File: src/rtl/kedf_pkg.sv
`default_nettype none
// ----------------------------------------------------------------------------
// kedf_pkg: shared types and constants of the key event decoder FIFO
// Request layouts, configuration register set, decode actions and codes.
// ----------------------------------------------------------------------------
package kedf_pkg;

    // Input request: key event or pop
    typedef struct packed {
        logic       func;
        logic [1:0] event_kind;
        logic [7:0] scan_code;
    } t_in_item;

    // Result request
    typedef struct packed {
        logic       char_valid;
        logic [7:0] char_out;
        logic       not_empty;
        logic [4:0] fill_level;
        logic       break_seen;
        logic       overflow;
    } t_out_item;

    // Configuration register set
    typedef struct packed {
        logic [7:0] ctrl_code;
        logic [7:0] shift_left_code;
        logic [7:0] shift_right_code;
        logic [7:0] alt_code;
        logic [7:0] break_code;
        logic [7:0] caps_code;
        logic [7:0] enter_code;
        logic [7:0] return_code;
    } t_cfg_regs;

    // Decoded action of one request
    typedef struct packed {
        logic       pop_req;
        logic       push;
        logic [7:0] push_char;
        logic       brk;
        logic       ovf;
        logic       ctrl_set;
        logic       ctrl_clr;
        logic       shift_set;
        logic       shift_clr;
    } t_key_action;

    // Partial result held while the character store read completes
    typedef struct packed {
        logic char_valid;
        logic break_seen;
        logic overflow;
    } t_stage_a;

    // Configuration register indexes
    localparam logic [7:0] CFG_CTRL        = 8'd0;
    localparam logic [7:0] CFG_SHIFT_LEFT  = 8'd1;
    localparam logic [7:0] CFG_SHIFT_RIGHT = 8'd2;
    localparam logic [7:0] CFG_ALT         = 8'd3;
    localparam logic [7:0] CFG_BREAK       = 8'd4;
    localparam logic [7:0] CFG_CAPS        = 8'd5;
    localparam logic [7:0] CFG_ENTER       = 8'd6;
    localparam logic [7:0] CFG_RETURN      = 8'd7;

    // Register reset values
    localparam t_cfg_regs CFG_RESET = '{
        ctrl_code:        8'd165,
        shift_left_code:  8'd162,
        shift_right_code: 8'd163,
        alt_code:         8'd161,
        break_code:       8'd208,
        caps_code:        8'd193,
        enter_code:       8'd10,
        return_code:      8'd13
    };

    // Request codes
    localparam logic       FUNC_KEY   = 1'b0;
    localparam logic       FUNC_POP   = 1'b1;
    localparam logic [1:0] EV_IDLE    = 2'd0;
    localparam logic [1:0] EV_PRESS   = 2'd1;
    localparam logic [1:0] EV_HELD    = 2'd2;
    localparam logic [1:0] EV_RELEASE = 2'd3;

    // Character conversion constants
    localparam logic [7:0] CHAR_LOWER_A = 8'h61;
    localparam logic [7:0] CHAR_LOWER_Z = 8'h7A;
    localparam logic [7:0] CTRL_MASK    = 8'h1F;
    localparam logic [7:0] CASE_BIT     = 8'h20;

    // Result queue depth
    localparam int unsigned OQ_DEPTH = 3;

endpackage
`default_nettype wire

File: src/rtl/kedf_decode.sv
`default_nettype none
// ----------------------------------------------------------------------------
// kedf_decode: key event decoder
// Turns one request into modifier updates, a FIFO push or pop, and pulses.
// ----------------------------------------------------------------------------
module kedf_decode
    import kedf_pkg::*;
(
    input  var t_in_item    i_item,
    input  var t_cfg_regs   i_cfg,
    input  wire             i_ctrl_held,
    input  wire             i_shift_held,
    input  wire             i_full,
    output t_key_action     o_act
);

    function automatic logic [7:0] convert_key(
        input logic [7:0] ch,
        input logic       ctrl,
        input logic       shift,
        input t_cfg_regs  cfg
    );
        logic [7:0] res;
        res = ch;
        if (ch >= CHAR_LOWER_A && ch <= CHAR_LOWER_Z) begin
            if (ctrl) begin
                res = res & CTRL_MASK;
            end
            if (shift) begin
                res = res & ~CASE_BIT;
            end
        end else if (ch == cfg.enter_code) begin
            res = cfg.return_code;
        end
        return res;
    endfunction

    logic is_ctrl;
    logic is_shift;

    assign is_ctrl  = (i_item.scan_code == i_cfg.ctrl_code);
    assign is_shift = (i_item.scan_code == i_cfg.shift_left_code) ||
                      (i_item.scan_code == i_cfg.shift_right_code);

    always_comb begin
        o_act = '0;
        if (i_item.func == FUNC_POP) begin
            o_act.pop_req = 1'b1;
        end else begin
            case (i_item.event_kind)
                EV_PRESS: begin
                    if (is_ctrl) begin
                        o_act.ctrl_set = 1'b1;
                    end else if (is_shift) begin
                        o_act.shift_set = 1'b1;
                    end else if (i_item.scan_code == i_cfg.alt_code) begin
                        // swallow
                    end else if (i_item.scan_code == i_cfg.break_code) begin
                        o_act.brk = 1'b1;
                    end else if (i_item.scan_code == i_cfg.caps_code) begin
                        // swallow
                    end else if (i_full) begin
                        o_act.ovf = 1'b1;
                    end else begin
                        o_act.push      = 1'b1;
                        o_act.push_char = convert_key(i_item.scan_code, i_ctrl_held,
                                                      i_shift_held, i_cfg);
                    end
                end
                EV_RELEASE: begin
                    if (is_ctrl) begin
                        o_act.ctrl_clr = 1'b1;
                    end else if (is_shift) begin
                        o_act.shift_clr = 1'b1;
                    end
                end
                default: begin
                    // idle and held events do nothing
                end
            endcase
        end
    end

endmodule
`default_nettype wire

File: src/rtl/kedf_fifo.sv
`default_nettype none
// ----------------------------------------------------------------------------
// kedf_fifo: character store
// Circular buffer with fill count and a registered read port.
// ----------------------------------------------------------------------------
module kedf_fifo #(
    parameter int unsigned DEPTH = 16
) (
    input  wire                             i_clk,
    input  wire                             i_rst_n,
    input  wire                             i_push,
    input  wire  [7:0]                      i_wr_data,
    input  wire                             i_pop,
    output logic [7:0]                      o_rd_data,
    output logic [$clog2(DEPTH+1)-1:0]      o_count,
    output logic                            o_full,
    output logic                            o_empty
);

    localparam int unsigned PTR_W = $clog2(DEPTH);
    localparam int unsigned CNT_W = $clog2(DEPTH + 1);

    logic [7:0]       r_mem [DEPTH];
    logic [7:0]       r_rd_data;
    logic [PTR_W-1:0] r_wr_ptr, n_wr_ptr;
    logic [PTR_W-1:0] r_rd_ptr, n_rd_ptr;
    logic [CNT_W-1:0] r_count, n_count;

    // Store write and registered read
    always_ff @(posedge i_clk) begin
        if (i_push) begin
            r_mem[r_wr_ptr] <= i_wr_data;
        end
        if (i_pop) begin
            r_rd_data <= r_mem[r_rd_ptr];
        end
    end

    always_comb begin
        n_wr_ptr = r_wr_ptr;
        n_rd_ptr = r_rd_ptr;
        n_count  = r_count;
        if (i_push) begin
            n_wr_ptr = (r_wr_ptr == PTR_W'(DEPTH - 1)) ? '0 : r_wr_ptr + 1'b1;
        end
        if (i_pop) begin
            n_rd_ptr = (r_rd_ptr == PTR_W'(DEPTH - 1)) ? '0 : r_rd_ptr + 1'b1;
        end
        case ({i_push, i_pop})
            2'b10:   n_count = r_count + 1'b1;
            2'b01:   n_count = r_count - 1'b1;
            default: n_count = r_count;
        endcase
    end

    always_ff @(posedge i_clk) begin
        if (!i_rst_n) begin
            r_wr_ptr <= '0;
            r_rd_ptr <= '0;
            r_count  <= '0;
        end else begin
            r_wr_ptr <= n_wr_ptr;
            r_rd_ptr <= n_rd_ptr;
            r_count  <= n_count;
        end
    end

    assign o_rd_data = r_rd_data;
    assign o_count   = r_count;
    assign o_full    = (r_count == CNT_W'(DEPTH));
    assign o_empty   = (r_count == '0);

endmodule
`default_nettype wire

File: src/rtl/kedf_outq.sv
`default_nettype none
// ----------------------------------------------------------------------------
// kedf_outq: result queue
// Small register queue that decouples result delivery from request intake.
// ----------------------------------------------------------------------------
module kedf_outq
    import kedf_pkg::*;
(
    input  wire         i_clk,
    input  wire         i_rst_n,
    input  wire         i_push,
    input  var t_out_item i_item,
    input  wire         i_pop,
    output t_out_item   o_item,
    output logic        o_valid,
    output logic [1:0]  o_count
);

    logic [1:0] r_wr_ptr, n_wr_ptr;
    logic [1:0] r_rd_ptr, n_rd_ptr;
    logic [1:0] r_count, n_count;
    t_out_item  r_entry [OQ_DEPTH];

    always_ff @(posedge i_clk) begin
        if (i_push) begin
            r_entry[r_wr_ptr] <= i_item;
        end
    end

    always_comb begin
        n_wr_ptr = r_wr_ptr;
        n_rd_ptr = r_rd_ptr;
        if (i_push) begin
            n_wr_ptr = (r_wr_ptr == 2'(OQ_DEPTH - 1)) ? '0 : r_wr_ptr + 1'b1;
        end
        if (i_pop) begin
            n_rd_ptr = (r_rd_ptr == 2'(OQ_DEPTH - 1)) ? '0 : r_rd_ptr + 1'b1;
        end
        case ({i_push, i_pop})
            2'b10:   n_count = r_count + 1'b1;
            2'b01:   n_count = r_count - 1'b1;
            default: n_count = r_count;
        endcase
    end

    always_ff @(posedge i_clk) begin
        if (!i_rst_n) begin
            r_wr_ptr <= '0;
            r_rd_ptr <= '0;
            r_count  <= '0;
        end else begin
            r_wr_ptr <= n_wr_ptr;
            r_rd_ptr <= n_rd_ptr;
            r_count  <= n_count;
        end
    end

    assign o_item  = r_entry[r_rd_ptr];
    assign o_valid = (r_count != '0);
    assign o_count = r_count;

endmodule
`default_nettype wire

File: src/rtl/key_event_decoder_fifo_core.sv
`default_nettype none
// ----------------------------------------------------------------------------
// key_event_decoder_fifo_core: keyboard event decoder with character FIFO
// Tracks Ctrl and Shift, converts pressed keys into characters and queues
// them; pop requests return the oldest character.
// ----------------------------------------------------------------------------
//
//  Channel   Handshake                Payload              Direction
//  --------  -----------------------  -------------------  ---------
//  input     i_in_valid / o_in_stall  i_in_data  (t_in_item)   in
//  result    o_out_valid / i_out_stall o_out_data (t_out_item) out
//  config    i_cfg_valid / o_cfg_ready i_cfg_index, i_cfg_data in
//
//  One request is taken every cycle while o_in_stall is low; its pulses are
//  held in r_a while the registered read of the character store completes,
//  and the result is then written into the result queue that presents it.
//  A three-entry result queue absorbs output stalls; o_in_stall rises only
//  when the queued results plus the request in flight fill its three entries.
//  Synchronous active-low reset clears modifiers, pointers, counts and
//  configuration (to the default key codes); the store contents are not
//  cleared. Configuration writes are always ready.
//
module key_event_decoder_fifo_core
    import kedf_pkg::*;
#(
    parameter int unsigned FIFO_DEPTH = 16
) (
    input  wire         i_clk,
    input  wire         i_rst_n,
    // input request channel
    input  wire         i_in_valid,
    output logic        o_in_stall,
    input  var t_in_item i_in_data,
    // result channel
    output logic        o_out_valid,
    input  wire         i_out_stall,
    output t_out_item   o_out_data,
    // configuration write channel
    input  wire         i_cfg_valid,
    output logic        o_cfg_ready,
    input  wire  [7:0]  i_cfg_index,
    input  wire  [7:0]  i_cfg_data
);

    localparam int unsigned CNT_W = $clog2(FIFO_DEPTH + 1);

    t_cfg_regs   r_cfg;
    logic        r_ctrl_held, n_ctrl_held;
    logic        r_shift_held, n_shift_held;
    logic        r_a_valid;
    t_stage_a    r_a;

    t_key_action act;
    logic        in_acc;
    logic        pop_ok;
    logic [7:0]  rd_data;
    logic [CNT_W-1:0] fifo_count;
    logic        fifo_full;
    logic        fifo_empty;
    t_out_item   res_item;
    logic [1:0]  oq_count;
    logic [2:0]  occupancy;

    // Configuration registers: ignore indexes beyond the list
    assign o_cfg_ready = 1'b1;

    always_ff @(posedge i_clk) begin
        if (!i_rst_n) begin
            r_cfg <= CFG_RESET;
        end else if (i_cfg_valid && o_cfg_ready) begin
            case (i_cfg_index)
                CFG_CTRL:        r_cfg.ctrl_code        <= i_cfg_data;
                CFG_SHIFT_LEFT:  r_cfg.shift_left_code  <= i_cfg_data;
                CFG_SHIFT_RIGHT: r_cfg.shift_right_code <= i_cfg_data;
                CFG_ALT:         r_cfg.alt_code         <= i_cfg_data;
                CFG_BREAK:       r_cfg.break_code       <= i_cfg_data;
                CFG_CAPS:        r_cfg.caps_code        <= i_cfg_data;
                CFG_ENTER:       r_cfg.enter_code       <= i_cfg_data;
                CFG_RETURN:      r_cfg.return_code      <= i_cfg_data;
                default: begin
                    // drop writes to unknown registers
                end
            endcase
        end
    end

    // Hold off intake only when the queue could not take the results
    // already committed plus one more.
    assign occupancy  = {1'b0, oq_count} + {2'b00, r_a_valid};
    assign o_in_stall = (occupancy >= 3'(OQ_DEPTH));
    assign in_acc     = i_in_valid && !o_in_stall;

    // Decode the request against current modifier and fill state
    kedf_decode u_decode (
        .i_item       (i_in_data),
        .i_cfg        (r_cfg),
        .i_ctrl_held  (r_ctrl_held),
        .i_shift_held (r_shift_held),
        .i_full       (fifo_full),
        .o_act        (act)
    );

    // Pop only when a character is there
    assign pop_ok = in_acc && act.pop_req && !fifo_empty;

    kedf_fifo #(
        .DEPTH (FIFO_DEPTH)
    ) u_fifo (
        .i_clk     (i_clk),
        .i_rst_n   (i_rst_n),
        .i_push    (in_acc && act.push),
        .i_wr_data (act.push_char),
        .i_pop     (pop_ok),
        .o_rd_data (rd_data),
        .o_count   (fifo_count),
        .o_full    (fifo_full),
        .o_empty   (fifo_empty)
    );

    // Modifier tracking
    always_comb begin
        n_ctrl_held  = r_ctrl_held;
        n_shift_held = r_shift_held;
        if (in_acc) begin
            if (act.ctrl_set) begin
                n_ctrl_held = 1'b1;
            end else if (act.ctrl_clr) begin
                n_ctrl_held = 1'b0;
            end
            if (act.shift_set) begin
                n_shift_held = 1'b1;
            end else if (act.shift_clr) begin
                n_shift_held = 1'b0;
            end
        end
    end

    always_ff @(posedge i_clk) begin
        if (!i_rst_n) begin
            r_ctrl_held  <= 1'b0;
            r_shift_held <= 1'b0;
            r_a_valid    <= 1'b0;
        end else begin
            r_ctrl_held  <= n_ctrl_held;
            r_shift_held <= n_shift_held;
            r_a_valid    <= in_acc;
        end
    end

    // Hold the pulses and the pop outcome while the store read lands
    always_ff @(posedge i_clk) begin
        if (in_acc) begin
            r_a.char_valid <= pop_ok;
            r_a.break_seen <= act.brk;
            r_a.overflow   <= act.ovf;
        end
    end

    // Assemble the result: the fill count now reflects this request alone,
    // since any later request has not reached an edge yet.
    always_comb begin
        res_item.char_valid = r_a.char_valid;
        res_item.char_out   = r_a.char_valid ? rd_data : 8'h00;
        res_item.not_empty  = !fifo_empty;
        res_item.fill_level = 5'(fifo_count);
        res_item.break_seen = r_a.break_seen;
        res_item.overflow   = r_a.overflow;
    end

    kedf_outq u_outq (
        .i_clk   (i_clk),
        .i_rst_n (i_rst_n),
        .i_push  (r_a_valid),
        .i_item  (res_item),
        .i_pop   (o_out_valid && !i_out_stall),
        .o_item  (o_out_data),
        .o_valid (o_out_valid),
        .o_count (oq_count)
    );

endmodule
`default_nettype wire

File: config.mk
export PLATFORM = sky130hd
export DESIGN_NAME = key_event_decoder_fifo_core
export DESIGN_NICKNAME = d
export VERILOG_FILES = /design/src/rtl/kedf_pkg.sv /design/src/rtl/kedf_decode.sv /design/src/rtl/kedf_fifo.sv /design/src/rtl/kedf_outq.sv /design/src/rtl/key_event_decoder_fifo_core.sv
export SDC_FILE = /design/constraint.sdc
export NUM_CORES = 1
export LEC_CHECK = 0
export BUFFER_PORTS_ARGS = -buffer_cell sky130_fd_sc_hd__buf_2
export CORE_MARGIN = 2
export CORE_UTILIZATION = 55
export DETAILED_ROUTE_END_ITERATION = 6
export HOLD_SLACK_MARGIN = 0.02
export PLACE_DENSITY = 0.75
export SLEW_MARGIN = 25
export SYNTH_ARGS = -nofsm -noshare
export SYNTH_HDL_FRONTEND = slang
export SYNTH_SLANG_ARGS = --single-unit
File: constraint.sdc
create_clock -name i_clk -period 3.2 [get_ports i_clk]
set_clock_uncertainty 0.05 [all_clocks]
set_input_delay 0.48 -clock i_clk [delete_from_list [all_inputs] [get_ports i_clk]]
set_output_delay 0.48 -clock i_clk [all_outputs]
set_load 0.01 [all_outputs]
# After elaboration in Yosys (flattened, before gate mapping)
# Memory sizes are Yosys's and may differ from the RTL's. A register that Yosys moved wholly into a read port is not among the register bits.
# Cells that the tools add are included.
[totals]
reg_bits = 89
latch_bits = 0
ramBits = 179
rom_bits = 0
input_bits = 32
out_inout_bits = 20
n_memories = 2
[classes]
addsub = 9
multipliers = 0
div_mod_pow = 0
magnitude_cmp = 3
n_eq_ne = 25
n_shift = 0
n_mux = 40
n_bitwise = 1
reduce_logical = 29
[memory_table]
columns = ["memory", "depth", "word_bits", "rd", "rd_clocked_by_memory_dff", "write_ports", "line_no", "source"]
rows = [
  ["u_fifo.r_mem", 16, 8, 1, 1, 1, "kedf_fifo.sv:23", "logic [7:0] r_mem [DEPTH];"],
  ["u_outq.r_entry", 3, 17, 1, 1, 1, "kedf_outq.sv:22", "t_out_item r_entry [OQ_DEPTH];"],
]
[ops]
columns = ["cell", "count"]
rows = [
  ["$eq A8 B8 Y1", 7],
  ["$mux W11", 3],
  ["$eq A8 B3 Y1 const B", 4],
  ["$mux W8", 4],
  ["$mux W9", 3],
  ["$reduce_and A2 Y1", 10],
  ["$mux W1", 19],
  ["$eq A8 B2 Y1 const B", 2],
  ["$mux W15", 1],
  ["$mux W12", 1],
  ["$eq A2 B2 Y1 const B", 5],
  ["$pmux W5 S2", 1],
  ["$reduce_bool A2 Y1", 5],
  ["$add A4 B1 Y4 const B", 2],
  ["$eq A4 B4 Y1 const B", 2],
  ["$eq A8 B1 Y1 const B", 1],
  ["$ge A8 B7 Y1 const B", 1],
  ["$le A8 B7 Y1 const B", 1],
  ["$logic_not A8 Y1", 1],
  ["$mux W2", 4],
  ["$mux W4", 2],
  ["$reduce_or A7 Y1", 1],
  ["$add A2 B1 Y2 const B", 3],
  ["$eq A2 B1 Y1 const B", 3],
  ["14 further kinds", 21],
]

# Logic depth before layout (Yosys ltp)
[depth]
word_depth = 14
mapped_depth = 18
ltp_nobuf = 16

# Hierarchy
# A second synthesis with hierarchy kept.
[hier_totals]
hier_cells = 865
hier_area_um2 = 12175.4
[modules_own_cells]
columns = ["module", "instances", "cells_each", "area_each_um2", "seq_area_each_um2"]
rows = [
  ["kedf_fifo", 1, 330, 6125.9, 4344.2],
  ["key_event_decoder_fifo_core", 1, 269, 2837.7, 1431.4],
  ["kedf_outq", 1, 139, 2195.9, 1691.6],
  ["kedf_decode", 1, 127, 1016.0, 0.0],
]

# Worst setup path after synthesis
# No wires, ideal clock.
[synth_timing]
path_kind = "register to register"
from = "register u_outq.r_count[0] (netlist: u_outq.o_count[0])"
to = "register u_fifo.r_count[4] (netlist: u_fifo.o_count[4])"
arrival_time_ps = 3378
path_slack_ps = -343
path_stages_with_launch = 17
path_buffers = 2
synth_period_minus_slack_ps = 3543
path_cell_list = "dfxtp_1 ha_1 ha_1 nand3b_1 and3b_1 clkbuf_1 and3_1 clkbuf_1 ha_1 inv_1 fa_1 nor2b_1 o21ai_0 and3_1 nor3_1 xor2_1 and2_1"
[synth_via]
elab_chain_cells = 8
elab_cells_between_ends = 11
cone_classes = "1 x add/sub; 1 x order compare; 2 x eq/ne; 1 x mux; 6 x reduce/logical"
[synth_lines]
columns = ["item", "line_no", "source"]
rows = [
  ["start, declared", "kedf_outq.sv:21", "logic [1:0] r_count, n_count;"],
  ["start signal, assigned", "kedf_outq.sv:54", "r_count <= n_count;"],
  ["$add A2 B1 Y3 (*)", "key_event_decoder_fifo_core.sv:89", "assign occupancy = {1'b0, oq_count} + {2'b00, r_a_valid};"],
  ["$ge A3 B2 Y1 (*)", "key_event_decoder_fifo_core.sv:90", "assign o_in_stall = (occupancy >= 3'(OQ_DEPTH));"],
  ["$logic_not A1 Y1 (*)", "key_event_decoder_fifo_core.sv:91", "assign in_acc = i_in_valid && !o_in_stall;"],
  ["$logic_and A1 B1 Y1 (*)", "key_event_decoder_fifo_core.sv:91", ""],
  ["net in_acc", "key_event_decoder_fifo_core.sv:54", "logic in_acc;"],
  ["$logic_and A1 B1 Y1 (*) (2 in series)", "key_event_decoder_fifo_core.sv:104", "assign pop_ok = in_acc && act.pop_req && !fifo_empty;"],
  ["net pop_ok", "key_event_decoder_fifo_core.sv:55", "logic pop_ok;"],
  ["$eq A2 B1 Y1 or $eq A2 B2 Y1 (tied branches)", "kedf_fifo.sv:49", "case ({i_push, i_pop})"],
  ["$pmux W5 S2 or $reduce_bool A2 Y1 (tied branches)", "-", ""],
  ["end signal, assigned", "kedf_fifo.sv:64", "r_count <= n_count;"],
  ["end, declared", "kedf_fifo.sv:27", "logic [CNT_W-1:0] r_count, n_count;"],
]
# Mark *: on every way through the listed nets, which the timed path passes. The rest lies on a longest branch.
# A chain may end at the register's enable or synchronous reset.

# Worst setup path after layout
[layout_timing]
from = "register r_a_valid"
to = "memory u_fifo.r_mem[8][4], enable pin"
[layout_via]
elab_chain_cells = 7
[layout_lines]
columns = ["item", "line_no", "source"]
rows = [
  ["start, declared", "key_event_decoder_fifo_core.sv:50", "logic r_a_valid;"],
  ["start signal, assigned", "key_event_decoder_fifo_core.sv:146", "r_a_valid <= in_acc;"],
  ["$add A2 B1 Y3", "key_event_decoder_fifo_core.sv:89", ""],
  ["$ge A3 B2 Y1", "key_event_decoder_fifo_core.sv:90", ""],
  ["$logic_not A1 Y1", "key_event_decoder_fifo_core.sv:91", ""],
  ["$logic_and A1 B1 Y1", "key_event_decoder_fifo_core.sv:91", ""],
  ["$logic_and A1 B1 Y1", "key_event_decoder_fifo_core.sv:111", ".i_push (in_acc && act.push),"],
  ["$mux W1", "kedf_fifo.sv:31", "if (i_push) begin"],
  ["$mux W1 (not written as such)", "kedf_fifo.sv:32", "r_mem[r_wr_ptr] <= i_wr_data;"],
  ["end, declared", "kedf_fifo.sv:23", ""],
]
# No other way between the ends.

==> summary.md <==
| Metric | Value |
|---|---|
| Outcome | `completed` |
| TritonCTS buffer count | `27` |
| CP arrival | `3150 ps` |
| Critical path endpoint category | `flop` |
| Syn Inst Count | `831` |
| Post-synth top area share | `0.484` |
| Via count | `6664` |
| Fin. max-slew vios | `0` |
| Net count after synthesis | `877` |
| Area contributors post-synth | `edfxtp_1 48%, dfxtp_1 15%, mux4_2 7.6%` |
| PortBufs | `50` |
| Die X | `150 um` |
| Drt drc | `0` |
| Leakage | `4.81 nW` |
| # clock sinks | `278` |
| Worst stage delay on the critical path | `750 ps` |
| RR Startpoint | `r_a_valid` |
| Max_slew headroom | `0.333` |
| Ys async rst share | `0` |
| Mapped Avg Cell Area | `14.2 sq um` |
| Max clock buf depth | `3` |
| Die Y | `150 um` |
| Syn Std Cell Area | `11800 sq um` |
| CP max FO | `10` |
| Primary FF master, synth | `edfxtp_1` |
| Worst Setup Start Kind | `flop` |
| CP max stage cell | `nor2_1` |
| DIE AREA | `22600 sq um` |
| Placer congestion estimate | `0.844` |
| CP Depth | `9` |
| WP data required | `3300 ps` |
| CP dominant cell by count | `ha_1` |
| Hold_ws | `236 ps` |
| Count leader, synth | `edfxtp_1` |
| CTS tree | `built` |
| Setup-failing EPs final | `0` |
| Switch Pwr | `1.69 mW` |
| Remaining global-route overflow | `0` |
| H-tree lvl count | `1` |
| Clock Power Share | `0.413` |
| TNS Setup | `0 ps` |
| Kind of critical path | `flop to flop` |
| Seq pwr share | `0.507` |
| Nets | `950` |
| Unrepaired setup endpoints after global routing | `false` |
| Antenna-violating nets left | `0` |
| Syn-to-layout area delta | `14.2%` |
| Routed Wire Length | `22.6 mm` |
| Yosys Warn Count | `0` |
| Worst Setup SP | `r_a_valid` |
| Setup WS post-layout | `148 ps` |
| Largest net degree at the start of global routing | `36` |
| Number of iterations in the first detailed-routing pass | `5` |
| DP HPWL | `14.4 mm` |
| Final min period | `3050 ps` |
| Pwr Total | `7.76 mW` |
| Row Count | `53` |
| Number of global-route vias before repair | `6577` |
| Slew @ Worst Pin | `997 ps` |
| Root Buffer | `clkbuf_16` |
| Hold Crit Start | `i_in_data[9]` |
| Cell area after layout | `13500 sq um` |
| Power Density | `576 nW/um^2` |
| Starting density of the core | `0.561` |
| Max Clk Rate | `328 MHz` |
| Avg WL per Cell | `18.9 um` |
| Reg clk slew, reported paths | `70 ps` |
| Distinct cells, synth | `47` |
| Core box area | `21000 sq um` |
| Global Route Usage Sum | `0.205` |
| Internal power | `6.08 mW` |
| Hold/Removal Path Class | `input pin to flop` |
| Logic pwr share | `0.080` |
| Share of layout cells above drive strength 1 | `0.221` |
| Setup crit end | `u_fifo.r_mem[8][4]` |
| Post-DP Area | `12500 sq um` |
| Initial antenna violation count | `0` |
| Worst Path Buf+Inv | `1` |
| Initial DRC Count | `509` |
| Global-route wire length before repair | `35.6 mm` |
| Post-synth EDFFs | `190` |
| # diodes | `0` |
| IO Count | `52` |
| Post-synth top cells | `190 x edfxtp_1, 88 x dfxtp_1, 83 x mux2i_1` |
| Worst R2R End | `u_fifo.r_mem[8][4]` |
| Peak VDD IR | `366 uV` |
| Critical path, cell by cell | `ha_1 -> ha_1 -> nand3b_1 -> and3b_2 -> o211a_1 -> and4_1 -> buf_4 -> nand2_1 -> nor2_1` |
| Fin crit share | `0.954` |
| Post-synth top area cell | `edfxtp_1` |
| Worst slack, placed | `-276 ps` |
| Synth Register Bits | `278` |
| R2r setup slk | `150 ps` |
| Switching Share | `0.217` |
| Sequential area share after synthesis | `0.633` |
| Clk_lat worst skew | `530 ps` |
| Via/cell ratio | `5.55` |
| Final hold violation count | `0` |
| Worst path top cell family by delay | `simple AND/OR/NAND/NOR gates` |
| Max-cap violations | `0` |
| Cells on worst reg2reg path | `9` |
-- placed cells by master, fill, tap and decap left out, drive strengths merged, types with 5 or more instances in the layout --
cell type,n
a21boi,7
a21oi,9
and2,18
buf,101
clkbuf,35
clkinv,6
dfxtp,88
edfxtp,190
ha,13
inv,13
mux2i,83
mux4,40
nand2,70
nand2b,9
nand3,15
nand3b,8
nand4,7
nor2,27
nor2b,41
nor3,9
nor3b,5
nor4,11
o21ai,26
xnor2,28
xor2,35
-- registers in the layout (all words and copies together) (netlist names), 2 cells and up, named ones only --
signal / cells
u_fifo.r_mem: 128
r_cfg: 64
u_outq.r_entry: 51
u_fifo.o_rd_data: 8
u_fifo.o_count: 5
u_fifo.r_rd_ptr: 4
u_fifo.r_wr_ptr: 4
r_a: 3
u_outq.o_count: 2
u_outq.r_rd_ptr: 2
u_outq.r_wr_ptr: 2
-- metrics by stage --
step / std cells / util
finish: 1200 / 0.641
global route: 1200 / 0.641
CTS: 1200 / 0.639
detailed placement: 1150 / 0.597
global placement: 1150 / 0.596
floorplan: 831 / -
-- area by class of cell --
class	instances	area [sq um]
clock buffers	35	716
clock inverters	15	185
fillers	1493	7550
inverters	12	45.0
multi-input cells	484	4050
flip-flops and latches	278	7470
well taps	275	344
repair buffers	101	658
-- tightest hold or removal path, stage by stage --
cell	delay, ps
buf_2	120
nand2_1	50
o211a_1	120
-- power by group through the flow --
stage	sequential [mW]	clock [mW]	combinational, mW
floorplan	4.00	0	0.415
global placement	4.01	0	0.605
detailed placement	4.02	0	0.618
CTS	3.94	3.26	0.622
global route	3.94	3.41	0.690
finish	3.94	3.21	0.618
-- per-layer routing --
metal  up-vias  global-route usage  share of wire
li1       3170                   -              -
met2       165               0.336           0.48
met5         -                   0              0
met4         0              0.0538          0.018
met3        31              0.0288          0.047
met1      3298               0.292           0.46
-- worst min path at each step --
stage / slack [ps] / to / cells past startpoint
floorplan: 390 / u_outq.r_entry[0][0] / 0
global placement: 410 / r_cfg[3] / 2
detailed placement: 410 / r_cfg[3] / 2
CTS: 230 / r_ctrl_held / 3
global route: 250 / r_ctrl_held / 3
finish: 240 / r_ctrl_held / 3
-- timing repair --
item | CTS | global route
gates resized for setup | 0 | 4
setup endpoints to repair | 0 | 1
setup buffers | 0 | 0
hold endpoints to repair | 0 | 0
hold buffers | 0 | 0
-- cells by family (layout without fill, tap and decap cells) --
family	Yosys count	after routing	synth area share
muxes	123	123	0.147
DFF	278	278	0.633
other	1	1	0.000318
AOI/OAI and AO/OA	53	53	0.0278
and+or+nand+nor	230	230	0.102
buffers and inverters	69	163	0.0276
xor gates and xnor gates	63	63	0.0468
adders and majority gates	14	14	0.0155
(Power assumes the default switching activity.)
